[config.mk]
export PLATFORM = sky130hd
export DESIGN_NAME = command_frame_session_parser_core
export DESIGN_NICKNAME = d
export VERILOG_FILES = /design/src/hw/rtl/cfsp_pkg.sv /design/src/hw/rtl/cfsp_front.sv /design/src/hw/rtl/cfsp_fifo.sv /design/src/hw/rtl/cfsp_back.sv /design/src/hw/rtl/command_frame_session_parser_core.sv
export VERILOG_INCLUDE_DIRS = /design/src /design/src/hw/rtl
export SDC_FILE = /design/constraint.sdc
export NUM_CORES = 1
export LEC_CHECK = 0
export BUFFER_PORTS_ARGS = -buffer_cell sky130_fd_sc_hd__buf_4
export CAP_MARGIN = 20
export CORE_MARGIN = 10
export CORE_UTILIZATION = 35
export CTS_CLUSTER_SIZE = 40
export DETAILED_ROUTE_END_ITERATION = 10
export PLACE_DENSITY = 0.5
export SYNTH_ARGS = -nofsm -noshare
export SYNTH_HDL_FRONTEND = slang
export SYNTH_SLANG_ARGS = --single-unit
[constraint.sdc]
create_clock -name i_clk -period 6.4 [get_ports i_clk]
set_clock_uncertainty 0.15 [all_clocks]
set_input_delay 0.32 -clock i_clk [delete_from_list [all_inputs] [get_ports i_clk]]
set_output_delay 0.32 -clock i_clk [all_outputs]
set_load 0.1 [all_outputs]
[src/hw/rtl/command_frame_session_parser_core_defines.svh]
// Assertion macros for the command frame session parser.
// Included by the top level; no other dependencies.
`ifndef COMMAND_FRAME_SESSION_PARSER_CORE_DEFINES_SVH
`define COMMAND_FRAME_SESSION_PARSER_CORE_DEFINES_SVH

// Immediate implication checked at every clock edge outside reset.
`define CFSP_ASSERT_IMP(lbl, ante, cons) \
    lbl: assert property (@(posedge i_clk) disable iff (!i_rst_n) (ante) |-> (cons)) \
        else $error("cfsp check failed");

// Next-cycle implication checked outside reset.
`define CFSP_ASSERT_NEXT(lbl, ante, cons) \
    lbl: assert property (@(posedge i_clk) disable iff (!i_rst_n) (ante) |=> (cons)) \
        else $error("cfsp check failed");

`endif

[src/hw/rtl/cfsp_pkg.sv]
// Shared types, constants and CRC helpers of the command frame session parser.
// No dependencies.
package cfsp_pkg;

    localparam logic [63:0] MAGIC      = 64'h31444D434D43504E; // "NPCMCMD1", first byte low
    localparam logic [31:0] CRC_POLY   = 32'hEDB88320;
    localparam logic [31:0] CRC_INIT   = 32'hFFFFFFFF;
    localparam logic [31:0] CRC_XOROUT = 32'hFFFFFFFF;
    localparam logic [7:0]  VERSION    = 8'd1;
    localparam logic [7:0]  FRAME_LEN  = 8'd20;

    // Byte positions after the magic, counted from byte 8.
    localparam logic [3:0] IDX_VER      = 4'd0;
    localparam logic [3:0] IDX_CMD      = 4'd1;
    localparam logic [3:0] IDX_LEN_LO   = 4'd2;
    localparam logic [3:0] IDX_LEN_HI   = 4'd3;
    localparam logic [3:0] IDX_SESS_END = 4'd7;
    localparam logic [3:0] IDX_LAST     = 4'd11;

    localparam logic [1:0] CMD_INFO  = 2'd1;
    localparam logic [1:0] CMD_START = 2'd2;
    localparam logic [1:0] CMD_STOP  = 2'd3;

    localparam logic [1:0] KIND_HELLO   = 2'd0;
    localparam logic [1:0] KIND_STARTED = 2'd1;
    localparam logic [1:0] KIND_STOPPED = 2'd2;
    localparam logic [1:0] KIND_ERROR   = 2'd3;

    typedef struct packed {
        logic [1:0]  code;
        logic [31:0] sess;
    } t_cmd;

    typedef struct packed {
        logic        restart_sequence;
        logic        clear_counters;
        logic        stop_capture;
        logic        start_capture;
        logic [31:0] reply_session;
        logic [1:0]  reply_kind;
    } t_reply;

    typedef struct packed {
        logic armed;
        logic streaming;
    } t_status;

    function automatic logic [31:0] crc_byte(input logic [31:0] c, input logic [7:0] b);
        logic [31:0] r;
        r = c ^ {24'd0, b};
        for (int i = 0; i < 8; i++) begin
            r = r[0] ? ((r >> 1) ^ CRC_POLY) : (r >> 1);
        end
        return r;
    endfunction

    function automatic logic [31:0] crc_magic();
        logic [31:0] r;
        r = CRC_INIT;
        for (int k = 0; k < 8; k++) begin
            r = crc_byte(r, MAGIC[8*k +: 8]);
        end
        return r;
    endfunction

    // CRC state after the eight magic bytes, fixed at elaboration.
    localparam logic [31:0] CRC_AFTER_MAGIC = crc_magic();

endpackage

[src/hw/rtl/cfsp_front.sv]
// Front end: magic hunt, header capture and byte-serial CRC check.
// Depends on cfsp_pkg.
module cfsp_front (
    input  logic              i_clk,
    input  logic              i_rst_n,
    input  logic              i_accept,
    input  logic [7:0]        i_byte,
    output logic              o_push,
    output cfsp_pkg::t_cmd    o_cmd
);
    localparam logic PH_HUNT = 1'b0;
    localparam logic PH_BODY = 1'b1;

    logic        r_phase, n_phase;
    logic [2:0]  r_cnt, n_cnt;
    logic [55:0] r_hunt, n_hunt;
    logic [3:0]  r_idx, n_idx;
    logic [31:0] r_crc, n_crc;
    logic        r_ok, n_ok;
    logic [7:0]  r_cmd, n_cmd;
    logic [31:0] r_sess, n_sess;
    logic [23:0] r_rxw, n_rxw;
    logic        cmd_known;
    logic        crc_match;

    assign cmd_known = (r_cmd[7:2] == 6'd0) && (r_cmd[1:0] != 2'd0);
    assign crc_match = ((r_crc ^ cfsp_pkg::CRC_XOROUT) == {i_byte, r_rxw});

    always_comb begin
        n_phase = r_phase;
        n_cnt   = r_cnt;
        n_hunt  = r_hunt;
        n_idx   = r_idx;
        n_crc   = r_crc;
        n_ok    = r_ok;
        n_cmd   = r_cmd;
        n_sess  = r_sess;
        n_rxw   = r_rxw;
        o_push  = 1'b0;
        if (i_accept) begin
            if (r_phase == PH_HUNT) begin
                n_hunt = {i_byte, r_hunt[55:8]};
                if (r_cnt != 3'd7) begin
                    n_cnt = r_cnt + 3'd1;
                end else if ({i_byte, r_hunt} == cfsp_pkg::MAGIC) begin
                    n_phase = PH_BODY;
                    n_idx   = 4'd0;
                    n_cnt   = 3'd0;
                    n_crc   = cfsp_pkg::CRC_AFTER_MAGIC;
                end
            end else begin
                if (r_idx <= cfsp_pkg::IDX_SESS_END) begin
                    n_crc = cfsp_pkg::crc_byte(r_crc, i_byte);
                end
                if (r_idx == cfsp_pkg::IDX_VER) begin
                    n_ok = (i_byte == cfsp_pkg::VERSION);
                end else if (r_idx == cfsp_pkg::IDX_CMD) begin
                    n_cmd = i_byte;
                end else if (r_idx == cfsp_pkg::IDX_LEN_LO) begin
                    n_ok = r_ok && (i_byte == cfsp_pkg::FRAME_LEN);
                end else if (r_idx == cfsp_pkg::IDX_LEN_HI) begin
                    n_ok = r_ok && (i_byte == 8'd0);
                end else if (r_idx <= cfsp_pkg::IDX_SESS_END) begin
                    n_sess = {i_byte, r_sess[31:8]};
                end else if (r_idx != cfsp_pkg::IDX_LAST) begin
                    n_rxw = {i_byte, r_rxw[23:8]};
                end
                if (r_idx == cfsp_pkg::IDX_LAST) begin
                    o_push  = r_ok && cmd_known && crc_match;
                    n_phase = PH_HUNT;
                    n_cnt   = 3'd0;
                end else begin
                    n_idx = r_idx + 4'd1;
                end
            end
        end
    end

    assign o_cmd.code = r_cmd[1:0];
    assign o_cmd.sess = r_sess;

    always_ff @(posedge i_clk) begin
        if (!i_rst_n) begin
            r_phase <= PH_HUNT;
            r_cnt   <= 3'd0;
            r_idx   <= 4'd0;
        end else begin
            r_phase <= n_phase;
            r_cnt   <= n_cnt;
            r_idx   <= n_idx;
        end
        r_hunt <= n_hunt;
        r_crc  <= n_crc;
        r_ok   <= n_ok;
        r_cmd  <= n_cmd;
        r_sess <= n_sess;
        r_rxw  <= n_rxw;
    end
endmodule

[src/hw/rtl/cfsp_fifo.sv]
// Two-entry command queue between front and back ends.
// Depends on cfsp_pkg.
module cfsp_fifo (
    input  logic           i_clk,
    input  logic           i_rst_n,
    input  logic           i_push,
    input  cfsp_pkg::t_cmd i_cmd,
    input  logic           i_pop,
    output logic           o_full,
    output logic           o_empty,
    output cfsp_pkg::t_cmd o_cmd
);
    cfsp_pkg::t_cmd r_mem [2];
    logic       r_wptr, r_rptr;
    logic [1:0] r_cnt;

    assign o_full  = (r_cnt == 2'd2);
    assign o_empty = (r_cnt == 2'd0);
    assign o_cmd   = r_mem[r_rptr];

    always_ff @(posedge i_clk) begin
        if (i_push) begin
            r_mem[r_wptr] <= i_cmd;
        end
    end

    always_ff @(posedge i_clk) begin
        if (!i_rst_n) begin
            r_wptr <= 1'b0;
            r_rptr <= 1'b0;
            r_cnt  <= 2'd0;
        end else begin
            if (i_push) begin
                r_wptr <= ~r_wptr;
            end
            if (i_pop) begin
                r_rptr <= ~r_rptr;
            end
            r_cnt <= r_cnt + {1'b0, i_push} - {1'b0, i_pop};
        end
    end
endmodule

[src/hw/rtl/cfsp_back.sv]
// Back end: session state update and registered reply output.
// Depends on cfsp_pkg.
module cfsp_back (
    input  logic              i_clk,
    input  logic              i_rst_n,
    input  logic              i_empty,
    input  cfsp_pkg::t_cmd    i_cmd,
    output logic              o_pop,
    input  logic              i_take,
    output logic              o_valid,
    output cfsp_pkg::t_reply  o_reply,
    output cfsp_pkg::t_status o_status
);
    logic             r_armed, n_armed;
    logic             r_stream, n_stream;
    logic [31:0]      r_sess, n_sess;
    logic             r_valid;
    cfsp_pkg::t_reply r_reply, n_reply;
    logic             emit;

    assign o_pop = !i_empty && (!r_valid || i_take);

    always_comb begin
        n_armed  = r_armed;
        n_stream = r_stream;
        n_sess   = r_sess;
        n_reply  = '0;
        emit     = 1'b0;
        unique case (i_cmd.code)
            cfsp_pkg::CMD_INFO: begin
                n_sess   = i_cmd.sess;
                n_armed  = 1'b1;
                n_stream = 1'b0;
                emit     = 1'b1;
                n_reply.reply_kind       = cfsp_pkg::KIND_HELLO;
                n_reply.stop_capture     = 1'b1;
                n_reply.clear_counters   = 1'b1;
                n_reply.restart_sequence = 1'b1;
            end
            cfsp_pkg::CMD_START: begin
                emit = 1'b1;
                n_reply.restart_sequence = 1'b1;
                if (!r_armed || (i_cmd.sess != r_sess)) begin
                    n_sess   = i_cmd.sess;
                    n_armed  = 1'b0;
                    n_stream = 1'b0;
                    n_reply.reply_kind   = cfsp_pkg::KIND_ERROR;
                    n_reply.stop_capture = 1'b1;
                end else begin
                    n_stream = 1'b1;
                    n_reply.reply_kind    = cfsp_pkg::KIND_STARTED;
                    n_reply.start_capture = 1'b1;
                end
            end
            cfsp_pkg::CMD_STOP: begin
                if (i_cmd.sess == r_sess) begin
                    n_stream = 1'b0;
                    emit     = 1'b1;
                    n_reply.reply_kind   = cfsp_pkg::KIND_STOPPED;
                    n_reply.stop_capture = 1'b1;
                end
            end
            default: begin
                emit = 1'b0;
            end
        endcase
        n_reply.reply_session = n_sess;
    end

    always_ff @(posedge i_clk) begin
        if (!i_rst_n) begin
            r_armed  <= 1'b0;
            r_stream <= 1'b0;
            r_sess   <= 32'd0;
            r_valid  <= 1'b0;
        end else begin
            if (o_pop) begin
                r_armed  <= n_armed;
                r_stream <= n_stream;
                r_sess   <= n_sess;
            end
            if (o_pop && emit) begin
                r_valid <= 1'b1;
            end else if (i_take) begin
                r_valid <= 1'b0;
            end
        end
        if (o_pop && emit) begin
            r_reply <= n_reply;
        end
    end

    assign o_valid            = r_valid;
    assign o_reply            = r_reply;
    assign o_status.armed     = r_armed;
    assign o_status.streaming = r_stream;
endmodule

[src/hw/rtl/command_frame_session_parser_core.sv]
// A frame's last byte pushes its command into the queue; the back end then pops it and
// registers the reply once its output register is free or being taken.
// Throughput: one received byte per cycle; the CRC advances one byte per cycle and the
// input stalls only while the two-entry command queue is full.
// Reset (synchronous, active low) empties the window and queue, drops any pending
// reply, and clears the armed and streaming flags and the current session.
`include "command_frame_session_parser_core_defines.svh"
module command_frame_session_parser_core (
    input  logic        i_clk,
    input  logic        i_rst_n,
    // Slave side: one received byte per request.
    input  logic        i_s_tvalid,
    output logic        o_s_tready,
    input  logic [7:0]  i_s_tdata,   // [7:0] rx_byte
    // Master side: one reply per request.
    output logic        o_m_tvalid,
    input  logic        i_m_tready,
    output logic [39:0] o_m_tdata    // [1:0] reply_kind, [33:2] reply_session,
                                     // [34] start_capture, [35] stop_capture,
                                     // [36] clear_counters, [37] restart_sequence, rest zero
);
    logic              accept;
    logic              push;
    logic              pop;
    logic              full;
    logic              empty;
    cfsp_pkg::t_cmd    front_cmd;
    cfsp_pkg::t_cmd    queue_cmd;
    cfsp_pkg::t_reply  reply;
    cfsp_pkg::t_status status;

    // The front end never stalls mid-frame except when the queue is full, since
    // at most one command is produced per byte.
    assign o_s_tready = !full;
    assign accept     = i_s_tvalid && o_s_tready;

    cfsp_front u_front (
        .i_clk    (i_clk),
        .i_rst_n  (i_rst_n),
        .i_accept (accept),
        .i_byte   (i_s_tdata),
        .o_push   (push),
        .o_cmd    (front_cmd)
    );

    cfsp_fifo u_fifo (
        .i_clk   (i_clk),
        .i_rst_n (i_rst_n),
        .i_push  (push),
        .i_cmd   (front_cmd),
        .i_pop   (pop),
        .o_full  (full),
        .o_empty (empty),
        .o_cmd   (queue_cmd)
    );

    // The back end holds its reply in an output register and keeps draining
    // the queue whenever that register is free or being taken.
    cfsp_back u_back (
        .i_clk    (i_clk),
        .i_rst_n  (i_rst_n),
        .i_empty  (empty),
        .i_cmd    (queue_cmd),
        .o_pop    (pop),
        .i_take   (o_m_tvalid && i_m_tready),
        .o_valid  (o_m_tvalid),
        .o_reply  (reply),
        .o_status (status)
    );

    assign o_m_tdata = {2'b00, reply};

    // Streaming can only have been entered from the armed state.
    `CFSP_ASSERT_IMP(a_stream_armed, status.streaming, status.armed)
    // No reply asks to start and stop capture at once.
    `CFSP_ASSERT_IMP(a_start_stop_excl, o_m_tvalid, !(reply.start_capture && reply.stop_capture))
    // A hello reply always clears counters and restarts the sequence.
    `CFSP_ASSERT_IMP(a_hello_actions, o_m_tvalid && (reply.reply_kind == cfsp_pkg::KIND_HELLO),
        reply.clear_counters && reply.restart_sequence)
    // A command pushed into an empty queue while no reply is held is consumed on the next cycle.
    `CFSP_ASSERT_NEXT(a_queue_drain, push && empty && !o_m_tvalid, pop)
endmodule
; Word level (Yosys, flattened, before mapping)
; Memories as Yosys holds them, arrays and structs flattened. A register that Yosys moved wholly into a read port is not among the register bits.
; Cells that the tools add are included.
[word_totals]
reg_bits = 237
ram_bits = 68
input_bits = 12
out_inout_bits = 42
wordCells = 153
n_memories = 1
[classes]
add_sub_neg = 4
magnitude_cmp = 1
n_eq_ne = 22
mux = 51
bitwise = 18
reduce_logical = 35
[memory_table]
columns = name, depth, word_bits, read_ports, rd_clocked_by_memory_dff, write_ports, line_no
row1 = u_fifo.r_mem, 2, 34, 1, 1, 1, cfsp_fifo.sv:13  ; cfsp_pkg::t_cmd r_mem [2];
[op_table]
columns = cell, n
row1 = $mux 32, 13
row2 = $not 13->14, 8
row3 = $eq 32x32->1, 2
row4 = $eq 64x62->1 const B, 1
row5 = $pmux 32 s2, 1
row6 = $ne 32x32->1, 1
row7 = $not 32->32, 1
row8 = $xor 32x8->32, 1
row9 = $mux 1, 23
row10 = $mux 4, 4
row11 = $reduce_and 4->1, 4
row12 = $mux 3, 4
row13 = $logic_and 1x1->1, 9
row14 = $eq 4x2->1 const B, 2
row15 = $eq 8x1->1 const B, 1
row16 = $eq 8x5->1 const B, 1
row17 = $logic_not 8->1, 1
row18 = $not 1->1, 8
row19 = $reduce_and 8->1, 1
row20 = $reduce_bool 2->1, 4
row21 = $reduce_and 7->1, 1
row22 = $eq 2x2->1 const B, 3
row23 = $logic_not 6->1, 1
row24 = $ne 2x1->1 const B, 3
row25 = 23 further kinds, 33

; Logic depth before layout (Yosys ltp)
; Gate-level depths: netlist (run 1).
[logic_depth]
depth_word = 19
mapped_depth = 12
depth_no_buf = 11

; Hierarchy
; A second synthesis (run 1) with hierarchy kept.
[unflattened]
hier_cells = 779
hier_area_um2 = 12667.1
[modules_own_cells]
columns = module, instances, cells_each, area_per_inst_um2, seq_area_each_um2
row1 = cfsp_front, 1, 407, 6610.1, 4754.6
row2 = cfsp_back, 1, 239, 3188.1, 1841.8
row3 = cfsp_fifo, 1, 127, 2834.0, 2142.1
row4 = command_frame_session_parser_core, 1, 6, 35.0, 0.0

; Least setup slack after synthesis (run 1)
; OpenSTA, ideal clock, no wires.
[synth_path]
path_type = register to register
startpoint = reg (tool-made name)
endpoint = reg u_back.r_reply (netlist bit u_back.o_reply[0]) (enable)
setup_time_ns = 0.481
arrival_time_ns = 4.600
t_required_ns = 5.769
slack_ns = 1.170
path_stages_with_launch = 10
n_path_buf = 2
period_less_slack_ns = 5.230
path_cell_list = dfxtp_1 > buf_2 > buf_4 > mux2_2 > xor2_1 > nor4_1 > nand4_1 > nor2_1 > a21oi_1 > nor3_1
[synth_lines]
columns = item, line_no
row1 = to (signal assigned), cfsp_back.sv:89  ; r_reply <= n_reply;
row2 = to (decl), cfsp_back.sv:18  ; cfsp_pkg::t_reply r_reply, n_reply;

==> key figures, run 1 <==
Layout
  – Final core area utilization: 41.8%
  – Layout area overhead: 17.7%
  – Final instance area: 14,500 um2
  – Fin nets: between 800 and 900
  – Share of cells above drive strength 1: 19.5%
  – Antenna diodes: 0
  – Most frequent cells in the layout: 259 x edfxtp_1, 79 x xnor2_1, 66 x buf_4
  – Commonest non-fill, non-tap cell in the layout: edfxtp_1
  – Post-Layout Cell Count: between 1k and 1.5k

Die
  – Core area: 34,600 um2
  – Die width: 208 um
  – Chip height: 208 um
  – Rows: between 60 and 70
  – Die area: 43,100 um2
  – Starting Density: ~36%
  – I/O Pins: 54

Worst setup path
  – Worst Path Arrival: roughly 4 ns
  – Setup crit end kind: flip-flop
  – Crit path top cell by count: buf_4
  – CP max FO: 21
  – R2R Setup Slk: about 2.4 ns
  – WP data required: 6.43 ns
  – Crit-path cells: buf_4 > mux2_2 > xor2_1 > nor4_1 > nand4_2 > nor2_1 > a21oi_1 > nor3_2 > buf_4
  – Crit path largest cell delay: 0.81 ns
  – CP Launch Type: flip-flop
  – Crit path kind: reg2reg
  – CP max stage cell: dfxtp_1

Run status
  – Run status: finished, final reports clean

STA
  – Hold Slack: 0.0289 ns
  – Minimum clock period: 4.02 ns
  – Actual slew at the worst max-slew pin: approximately 1.0 ns
  – # setup viols final: 0
  – Final hold vios: 0
  – Max Freq: 249 MHz
  – Max-slew headroom: about 30%
  – Final Cycle Share: 62.9%
  – Unrepaired setup endpoints after global routing: no
  – Final Max Slew Viols: 0
  – Setup TNS: 0 ns

Power
  – Comb pwr share: under 10%
  – Clock power share: 45.9%
  – Switching share of power: 20.3%
  – Maximum vdd drop: roughly 180 uV
  – Int Power: approximately 3.4 mW
  – Switching power of the nets: 0.862 mW
  – Reg power frac: 51.1%
  – LEAKAGE: 4.91 nW
  – Pwr per Cell Area: 293 nW/um2

Detailed routing
  – Wire length on met1: about 12,000 um
  – Met3 wire len: around 1000 um
  – WL/cell: 18.9 um
  – Routed wire length: 25,100 um
  – Uppermost layer routed: met4
  – 1st-iter DRT viols: between 300 and 400
  – Post-DRT Antenna Nets: 0
  – Wire length on met2: 11,600 um
  – DR vias: 6,455
  – DRC violations left: 0
  – First-pass detailed-route iteration total: 4
  – Vias per cell: 4.86

CTS
  – Num CTS Buffers: 35
  – CTS H-tree depth: 2
  – CTS tree: built
  – Clk_lat worst skew: 0.52 ns
  – Clock-pin slew on the worst setup and hold paths: 0.06 ns
  – Worst-case clock buffer depth: 3
  – Clock root buffer: clkbuf_16
  – Clock tree sinks: 306

Min path
  – Worst Min Path Start: i_s_tdata[7]
  – Worst Hold Class: in2reg

Synth
  – Share of the synthesized area in the top cell type: around 63%
  – Top FF cell, synth: edfxtp_1
  – Cell Area, Synth: 12,300 um2
  – Sequential fraction of the synthesis area: between 70% and 80%
  – Area contributors post-synth: edfxtp_1 63%, dfxtp_1 7.6%, xnor2_1 5.6%
  – Cells after synthesis: 764
  – Flops & latches, synth: 306
  – Mean post-synth cell area: 16.1 um2
  – Synth warn: 0
  – Ys async rst share: 0%
  – EDFF count, synth: 259
  – Cell taking the most area after synthesis: edfxtp_1
  – Unique cell type count in the Yosys netlist: 50

Place
  – DP HPWL: 16,200 um
  – Cells after DPL: 1,257
  – Placed cell areas: between 10,000 and 15,000 um2
  – GP Congestion: 0.746
  – # port buffers: 51

Global routing
  – First-pass GRT wire length: 39,400 um
  – Antenna violations before repair: 0
  – Largest net degree at the start of global routing: 57
  – All-layer global routing usage: 11.4%
  – Grt ovf: 0
  – Vias in the first global route: 6,570

Flow run
  – Max-cap viol count: 0
-- power by group through the flow --
stage	combinational [mW]	clock, mW	sequential, mW
after floorplan	0.0866	0	2.21
after global placement	0.125	0	2.22
after detailed placement	0.123	0	2.22
after CTS	0.128	2.02	2.17
after global routing	0.138	2.10	2.17
final	0.125	1.95	2.17
-- per-layer routing --
layer  up-vias  GRT usage (%)
met3        36           2.27
met2       110           17.7
met5         -              0
li1       3086              -
met4         0           3.21
met1      3223           15.7
-- per-stage QoR --
| stage | total power, mW | setup WS [ns] |
|---|---|---|
| 2_1_floorplan | 2.30 | 1.17 |
| 3_3_place_gp | 2.34 | 2.25 |
| 3_5_place_dp | 2.34 | 2.25 |
| 4_1_cts | 4.32 | 2.25 |
| 5_1_grt | 4.41 | 2.06 |
| 6_report | 4.25 | 2.38 |
-- cell type report --
cell class                      count  area, um2
Clock buffer                       46        990
Clock inverter                     17        148
Fill cell                        3179      20100
Inverter                           11       41.3
Multi-Input combinational cell    418       3440
Sequential cell                   306       8720
Tap cell                          455        569
Timing Repair Buffer               75        581
-- path summary, 6_finish.rpt --
check / end / depth (start not counted)
worst max register to register: u_back.o_reply[23]$_DFFE_PP_ / 9
worst min-delay path: u_front.r_sess[31]$_DFFE_PP_ / 1
worst min register to register: u_front.r_hunt[38]$_DFFE_PP_ / 0
worst max-delay path: u_back.o_reply[23]$_DFFE_PP_ / 9
-- logic make-up after synthesis --
logic type               share of synthesized area, %
AO/OA/AOI/OAI                                    6.54
XOR/XNOR                                         9.82
adder cells (fa/ha/maj)                          1.22
buffers and inverters                            1.66
flip-flops                                       70.8
multiplexers                                     3.23
other                                          0.0305
AND/OR/NAND/NOR                                  6.68
-- critical path: cells and delay by family (launching register included) --
kind / cells / cell delay [ns]
muxes: 1 / 0.42
buffers and inverters: 2 / 0.71
xor gates and xnor gates: 1 / 0.15
and+or+nand+nor: 4 / 1.31
AOI/OAI and AO/OA: 1 / 0.13
DFF: 1 / 0.81
-- state kept, by name, indices dropped and copies added (netlist names), named ones only --
register         cells
u_front.r_hunt      56
u_fifo.r_rptr        1
u_front.r_sess      32
u_fifo.r_mem        68
u_front.r_idx        4
u_back.r_armed       1
u_fifo.r_wptr        1
u_front.r_cmd        8
u_back.r_sess       32
u_fifo.r_cnt         2
u_front.r_rxw       24
u_back.o_valid       1
u_front.r_phase      1
u_front.r_ok         1
u_front.r_crc       32
u_front.r_cnt        3
u_back.o_reply      38
-- synth_stat cells, types with 7 or more instances --
| master | number |
|---|---|
| a21oi_1 | 7 |
| a22o_1 | 32 |
| a32o_1 | 32 |
| and2_1 | 18 |
| buf_2 | 10 |
| clkbuf_1 | 11 |
| dfxtp_1 | 47 |
| edfxtp_1 | 259 |
| ha_1 | 12 |
| inv_1 | 11 |
| mux2_2 | 34 |
| nand2_1 | 32 |
| nand4_1 | 9 |
| nor2_1 | 20 |
| nor4_1 | 18 |
| nor4b_1 | 8 |
| xnor2_1 | 79 |
| xor2_1 | 59 |
-- what timing repair did --
item / in CTS / in global routing
setup buffers: 0 / 0
hold buffers: 7 / 1
resized for setup: 0 / 0
endpoints found under the hold margin: 21 / 1
Power figures use the tool's default switching activity.
==> run 2: changes to the inputs <==
- PLACE_DENSITY: 0.5 -> 0.52
- clock period: 6.4 -> 3.5 ns (I/O delays scaled with it)
==> run 2 against run 1 <==
Compared with the run above: core utilization increased by 0.38 points; first-iteration DRC count fell by 3.8%; non-clock buffer count grew 14; fmax up 24%; worst setup slack worse by 2.1 ns; sequential power increased by 83%; via count rose by 1.2%; wire length up 1.3%; die area unchanged; global-route usage grew 0.18 points; register-to-register slack got worse by 2.1 ns; clock power is 72% higher; critical path type unchanged; highest routed layer unchanged.
==> key figures, run 2 (synthesis gave the netlist of run 1 again) <==
Detailed routing
  – Wire length on met1: 12,100 um
  – 1st-iter DRT viols: 333
  – Routed wire length: 25,500 um
  – Wire length on met2: ~12,000 um
  – WL/cell: 19.0 um
  – Vias per cell: 4.88
  – Uppermost layer routed: met4
  – Post-DRT Antenna Nets: 0
  – DRC violations left: 0
  – Met3 wire len: 1130 um
  – First-pass detailed-route iteration total: 5
  – DR vias: 6,530

STA
  – Minimum clock period: about 3.3 ns
  – Final hold vios: 0
  – Max Freq: 307 MHz
  – Max-slew headroom: 45.3%
  – # setup viols final: 0
  – Setup TNS: 0 ns
  – Final Max Slew Viols: 0
  – Final setup margin: 0.243 ns
  – Unrepaired setup endpoints after global routing: no
  – Final Cycle Share: between 90% and 100%
  – Actual slew at the worst max-slew pin: ~0.81 ns

Layout
  – Fin nets: between 800 and 900
  – Post-Layout Cell Count: 1,339
  – Antenna diodes: 0
  – Fill cells: 3,112
  – Share of cells above drive strength 1: 20.0%
  – Layout area overhead: 18.8%
  – Biggest register: u_fifo.r_mem
  – Commonest non-fill, non-tap cell in the layout: edfxtp_1
  – Most frequent cells in the layout: 259 x edfxtp_1, 79 x xnor2_1, 72 x buf_4
  – Max FFs per register: 68
  – Final instance area: 14,600 um2

CTS
  – CTS tree: built
  – Clock-pin slew on the worst setup and hold paths: 0.06 ns
  – Post-cts sizing count: 0
  – Clk_lat worst skew: 0.52 ns
  – Clock tree sinks: 306
  – CTS H-tree depth: 2
  – Worst-case clock buffer depth: 3
  – Postcts setup bufs: 0
  – Clock root buffer: clkbuf_16
  – Num CTS Buffers: 34

Global routing
  – Antenna violations before repair: 0
  – Vias in the first global route: 6,663
  – First-pass GRT wire length: approximately 40,000 um
  – All-layer global routing usage: a little under an eighth
  – Largest net degree at the start of global routing: 57
  – Grt ovf: 0

Power
  – Maximum vdd drop: 326 uV
  – LEAKAGE: 4.95 nW
  – Overall Power: 7.58 mW
  – Pwr per Cell Area: 518 nW/um2

Place
  – Pre-CTS setup slack: approximately 0.18 ns
  – Placed cell areas: ~13,000 um2
  – # port buffers: 51
  – Cells after DPL: 1,269
  – GP Congestion: 0.735
  – DP HPWL: 16,200 um

Die
  – Rows: approximately 70
  – Starting Density: 35.5%
  – Core area: 34,600 um2
  – Die width: between 200 and 250 um
  – I/O Pins: 54
  – Die area: around 43,000 um2
  – Chip height: 208 um

Worst setup path
  – Crit path top cell by count: buf_4
  – Crit path kind: reg2reg
  – CP Launch Type: flip-flop
  – Crit path largest cell delay: 0.43 ns
  – Family with the most delay on the worst path: buffers and inverters
  – Crit-path cells: buf_12 > mux2_2 > xor2_1 > nor4_1 > buf_4 > nand4_1 > buf_4 > o41ai_4 > o21a_2 > buf_4 > a22o_1
  – CP max stage cell: mux2_2
  – WP data required: 3.82 ns
  – CP Buf/Inv Count: 4
  – Worst Path Arrival: about 3.6 ns
  – CP max FO: 34
  – Setup crit end kind: flip-flop

Min path
  – Worst Hold Class: in2reg

Flow run
  – Max-cap viol count: 0

Run status
  – Run status: finished, final reports clean
run 2: final timing paths:
kind / end / slack, ns / cells after the start / startpoint
min: u_front.r_phase$_SDFFE_PN0P_ / 0.04 / 4 / i_s_tvalid
max reg2reg: u_back.r_sess[17]$_SDFFE_PN0P_ / 0.24 / 11 / flip-flop
min reg2reg: u_front.r_hunt[17]$_DFFE_PP_ / 0.29 / 0 / u_front.r_hunt[25]$_DFFE_PP_
max: u_back.r_sess[17]$_SDFFE_PN0P_ / 0.24 / 11 / flip-flop
run 2: report_power, final:
| group | switching [mW] | internal [mW] | total (mW) |
|---|---|---|---|
| Sequential | 0.0180 | 3.96 | 3.97 |
| Combinational | 0.142 | 0.0972 | 0.239 |
| Clock | 1.40 | 1.96 | 3.36 |
| Total | 1.56 | 6.02 | 7.58 |
run 2: worst reg2reg max path, cell delays in order, from the launching register on:
cell and delay, ns:
dfxtp_1 0.35, buf_12 0.22, mux2_2 0.45, xor2_1 0.19, nor4_1 0.37, buf_4 0.17, nand4_1 0.17, buf_4 0.22
o41ai_4 0.30, o21a_2 0.20, buf_4 0.25, a22o_1 0.18
run 2: timing repair:
| action | in CTS | in global routing |
|---|---|---|
| hold endpoints to repair | 35 | 0 |
| hold buffers | 10 | 0 |
| setup endpoints to repair | 0 | 0 |
run 2: final cells by class:
type                       instances  area [um2]  share of cell area [%]
multi-input combinational        418        3460                    23.7
tap                              455         569                    3.89
timing repair buffer              89         781                    5.34
clock inverter                    14         115                   0.787
sequential                       306        8720                    59.6
clock buffer                      46         937                    6.41
inverter                          11        41.3                   0.282
run 2: per-stage QoR:
step                hold slack, ns  util (%)
finish                      0.0362      42.2
global route                0.0894      42.2
CTS                         0.0184      42.2
detailed placement           0.276      38.9
global placement             0.271      38.9
floorplan                    0.124         -
run 2: routing by layer:
layer,vias to the layer above,global-route usage [%]
met5,-,0
met4,0,3.31
met3,33,2.57
met2,139,18.0
met1,3248,15.8
li1,3110,-
==> run 3: changes to the inputs <==
- CTS_BUF_LIST: default -> sky130_fd_sc_hd__clkbuf_16
==> run 3 against run 2 <==
Compared with the run above: combinational power barely moved; via count rose by 0.29%; wire length fell by 0.17%; cell count did not move; largest cell class unchanged; first-iteration DRC count rose by 2.1%; flip-flop and latch count did not move; clock-buffer cell count fell by 11; worst setup slack improved by 0.0018 ns; largest power group unchanged.
==> key figures, run 3 (synthesis gave the netlist of run 1 again) <==
Layout
  – Most frequent cells in the layout: 259 x edfxtp_1, 79 x xnor2_1, 72 x buf_4
  – Multi-input combinational cell area: 3460 um2
  – Antenna diodes: 0
  – Max FFs per register: 68
  – FF/Latch Area: 8720 um2
  – Share of cells above drive strength 1: slightly below 20%
  – Layout area overhead: 18.6%
  – Post-Layout Cell Count: 1,339
  – Final instance area: 14,600 um2
  – Commonest non-fill, non-tap cell in the layout: edfxtp_1
  – Fill cells: about 3.1k
  – Biggest register: u_fifo.r_mem
  – Fin nets: 884

CTS
  – Post-cts sizing count: 0
  – CTS tree: built
  – Clock root buffer: clkbuf_16
  – Num CTS Buffers: 34
  – CTS H-tree depth: 2
  – Postcts setup bufs: 0
  – Worst-case clock buffer depth: 3
  – Clock tree sinks: 306
  – Clk_lat worst skew: 0.52 ns
  – Clock-pin slew on the worst setup and hold paths: approximately 0.06 ns

Die
  – Die width: 208 um
  – Die area: 43,100 um2
  – Core area: 34,600 um2
  – I/O Pins: 54
  – Rows: 68
  – Chip height: around 210 um
  – Starting Density: 35.5%

Global routing
  – Antenna violations before repair: 0
  – All-layer global routing usage: 11.6%
  – First-pass GRT wire length: 39,700 um
  – Vias in the first global route: 6,659
  – Grt ovf: 0
  – Largest net degree at the start of global routing: 57

Power
  – Maximum vdd drop: 321 uV
  – LEAKAGE: 4.98 nW
  – Clock power share: 43.9%
  – Comb pwr share: 3.2%
  – Reg power frac: 53.0%
  – Switching power of the nets: 1.56 mW
  – Pwr per Cell Area: 514 nW/um2
  – Overall Power: 7.50 mW
  – Switching share of power: 20.8%
  – Int Power: 5.94 mW

Worst setup path
  – Crit-path cells: buf_12 > mux2_2 > xor2_1 > nor4_1 > nand4_2 > nor3_1 > o21bai_2 > buf_12 > a32o_1
  – WP data required: between 3 and 4 ns
  – CP Launch Type: flip-flop
  – R2R Path End: u_back.o_reply[26]$_DFFE_PP_
  – R2R Setup Slk: 0.24 ns
  – Setup crit end kind: flip-flop
  – Crit path largest cell delay: 0.49 ns
  – Worst Path Arrival: ~3.4 ns
  – Crit path top cell by count: buf_12
  – CP max stage cell: nor4_1
  – Worst Reg2Reg Path Length in Cells: 9
  – CP max FO: 34
  – Crit path kind: reg2reg

STA
  – Actual slew at the worst max-slew pin: 0.802 ns
  – Minimum clock period: roughly 3.3 ns
  – # setup viols final: 0
  – Max Freq: around 310 MHz
  – Max-slew headroom: 46.1%
  – Final Max Slew Viols: 0
  – Final hold vios: 0
  – Final Cycle Share: 93.0%
  – Unrepaired setup endpoints after global routing: no

Place
  – Placed cell areas: 13,500 um2
  – GP Congestion: 0.735
  – # port buffers: 51
  – Cells after DPL: 1,269
  – DP HPWL: 16,200 um

Min path
  – Hold Crit Endpoint: u_front.r_phase$_SDFFE_PN0P_
  – Worst Min Path Start: i_s_tvalid
  – WHS Path Cells: 4
  – Worst Hold Class: in2reg

Detailed routing
  – 1st-iter DRT viols: 340
  – First-pass detailed-route iteration total: 4
  – DR vias: 6,549
  – DRC violations left: 0
  – Vias per cell: 4.89
  – Post-DRT Antenna Nets: 0
  – Routed wire length: 25,400 um
  – WL/cell: around 19 um

Run status
  – Run status: finished, final reports clean

Flow run
  – Max-cap viol count: 0
run 3: metal layers:
layer  global-route usage [%]  up-vias  share of wire [%]
met5                        0        -                  0
met4                     3.34        0                1.7
met3                     2.57       35                4.2
met2                     18.0      117                 46
met1                     15.8     3284                 48
li1                         -     3113                  -
run 3: critical path, delay by kind of cell, from the launching register on:
kind	cells	cell delay, ns
AOI/OAI and AO/OA	2	0.39
xor gates and xnor gates	1	0.14
buffers and inverters	2	0.40
DFF	1	0.35
muxes	1	0.40
and+or+nand+nor	3	1.15
run 3: area by class of cell:
class | count | share of cell area [%]
multi-input cells | 418 | 23.7
flip-flops and latches | 306 | 59.7
clock buffers | 35 | 6.00
well taps | 455 | 3.90
inverters | 11 | 0.283
repair buffers | 89 | 5.35
clock inverters | 25 | 1.07
run 3: worst max-delay path by stage:
stage | slack (ns) | startpoint | to
after floorplan | -0.67 | u_fifo.r_cnt[0]$_SDFF_PN0_ | u_fifo.r_mem[0][0]$_DFFE_PP_
after global placement | 0.20 | flip-flop | u_back.o_reply[5]$_DFFE_PP_
after detailed placement | 0.18 | flip-flop | u_back.r_sess[31]$_SDFFE_PN0P_
after CTS | 0.16 | flip-flop | u_back.r_sess[20]$_SDFFE_PN0P_
after global routing | 0.07 | flip-flop | u_back.r_sess[29]$_SDFFE_PN0P_
final | 0.24 | flip-flop | u_back.o_reply[26]$_DFFE_PP_
run 3: power groups by stage:
stage / combinational, mW / clock (mW) / sequential [mW]
2_1_floorplan: 0.159 / 0 / 4.04
3_3_place_gp: 0.233 / 0 / 4.05
3_5_place_dp: 0.233 / 0 / 4.05
4_1_cts: 0.242 / 3.40 / 3.97
5_1_grt: 0.261 / 3.56 / 3.98
6_report: 0.238 / 3.29 / 3.97
run 3: stage by stage:
step | hold slack (ns) | setup TNS (ns) | worst slack [ns] | util [%]
floorplan | 0.124 | -45.81 | -0.674 | -
global placement | 0.271 | 0 | 0.204 | 38.9
detailed placement | 0.276 | 0 | 0.178 | 38.9
CTS | 0.0184 | 0 | 0.156 | 42.2
global route | 0.0894 | 0 | 0.0719 | 42.2
finish | 0.0370 | 0 | 0.244 | 42.2
run 3: timing repair:
action	4_1_cts	5_1_grt
hold buffers	10	0
setup endpoints to repair	0	0
hold endpoints to repair	35	0
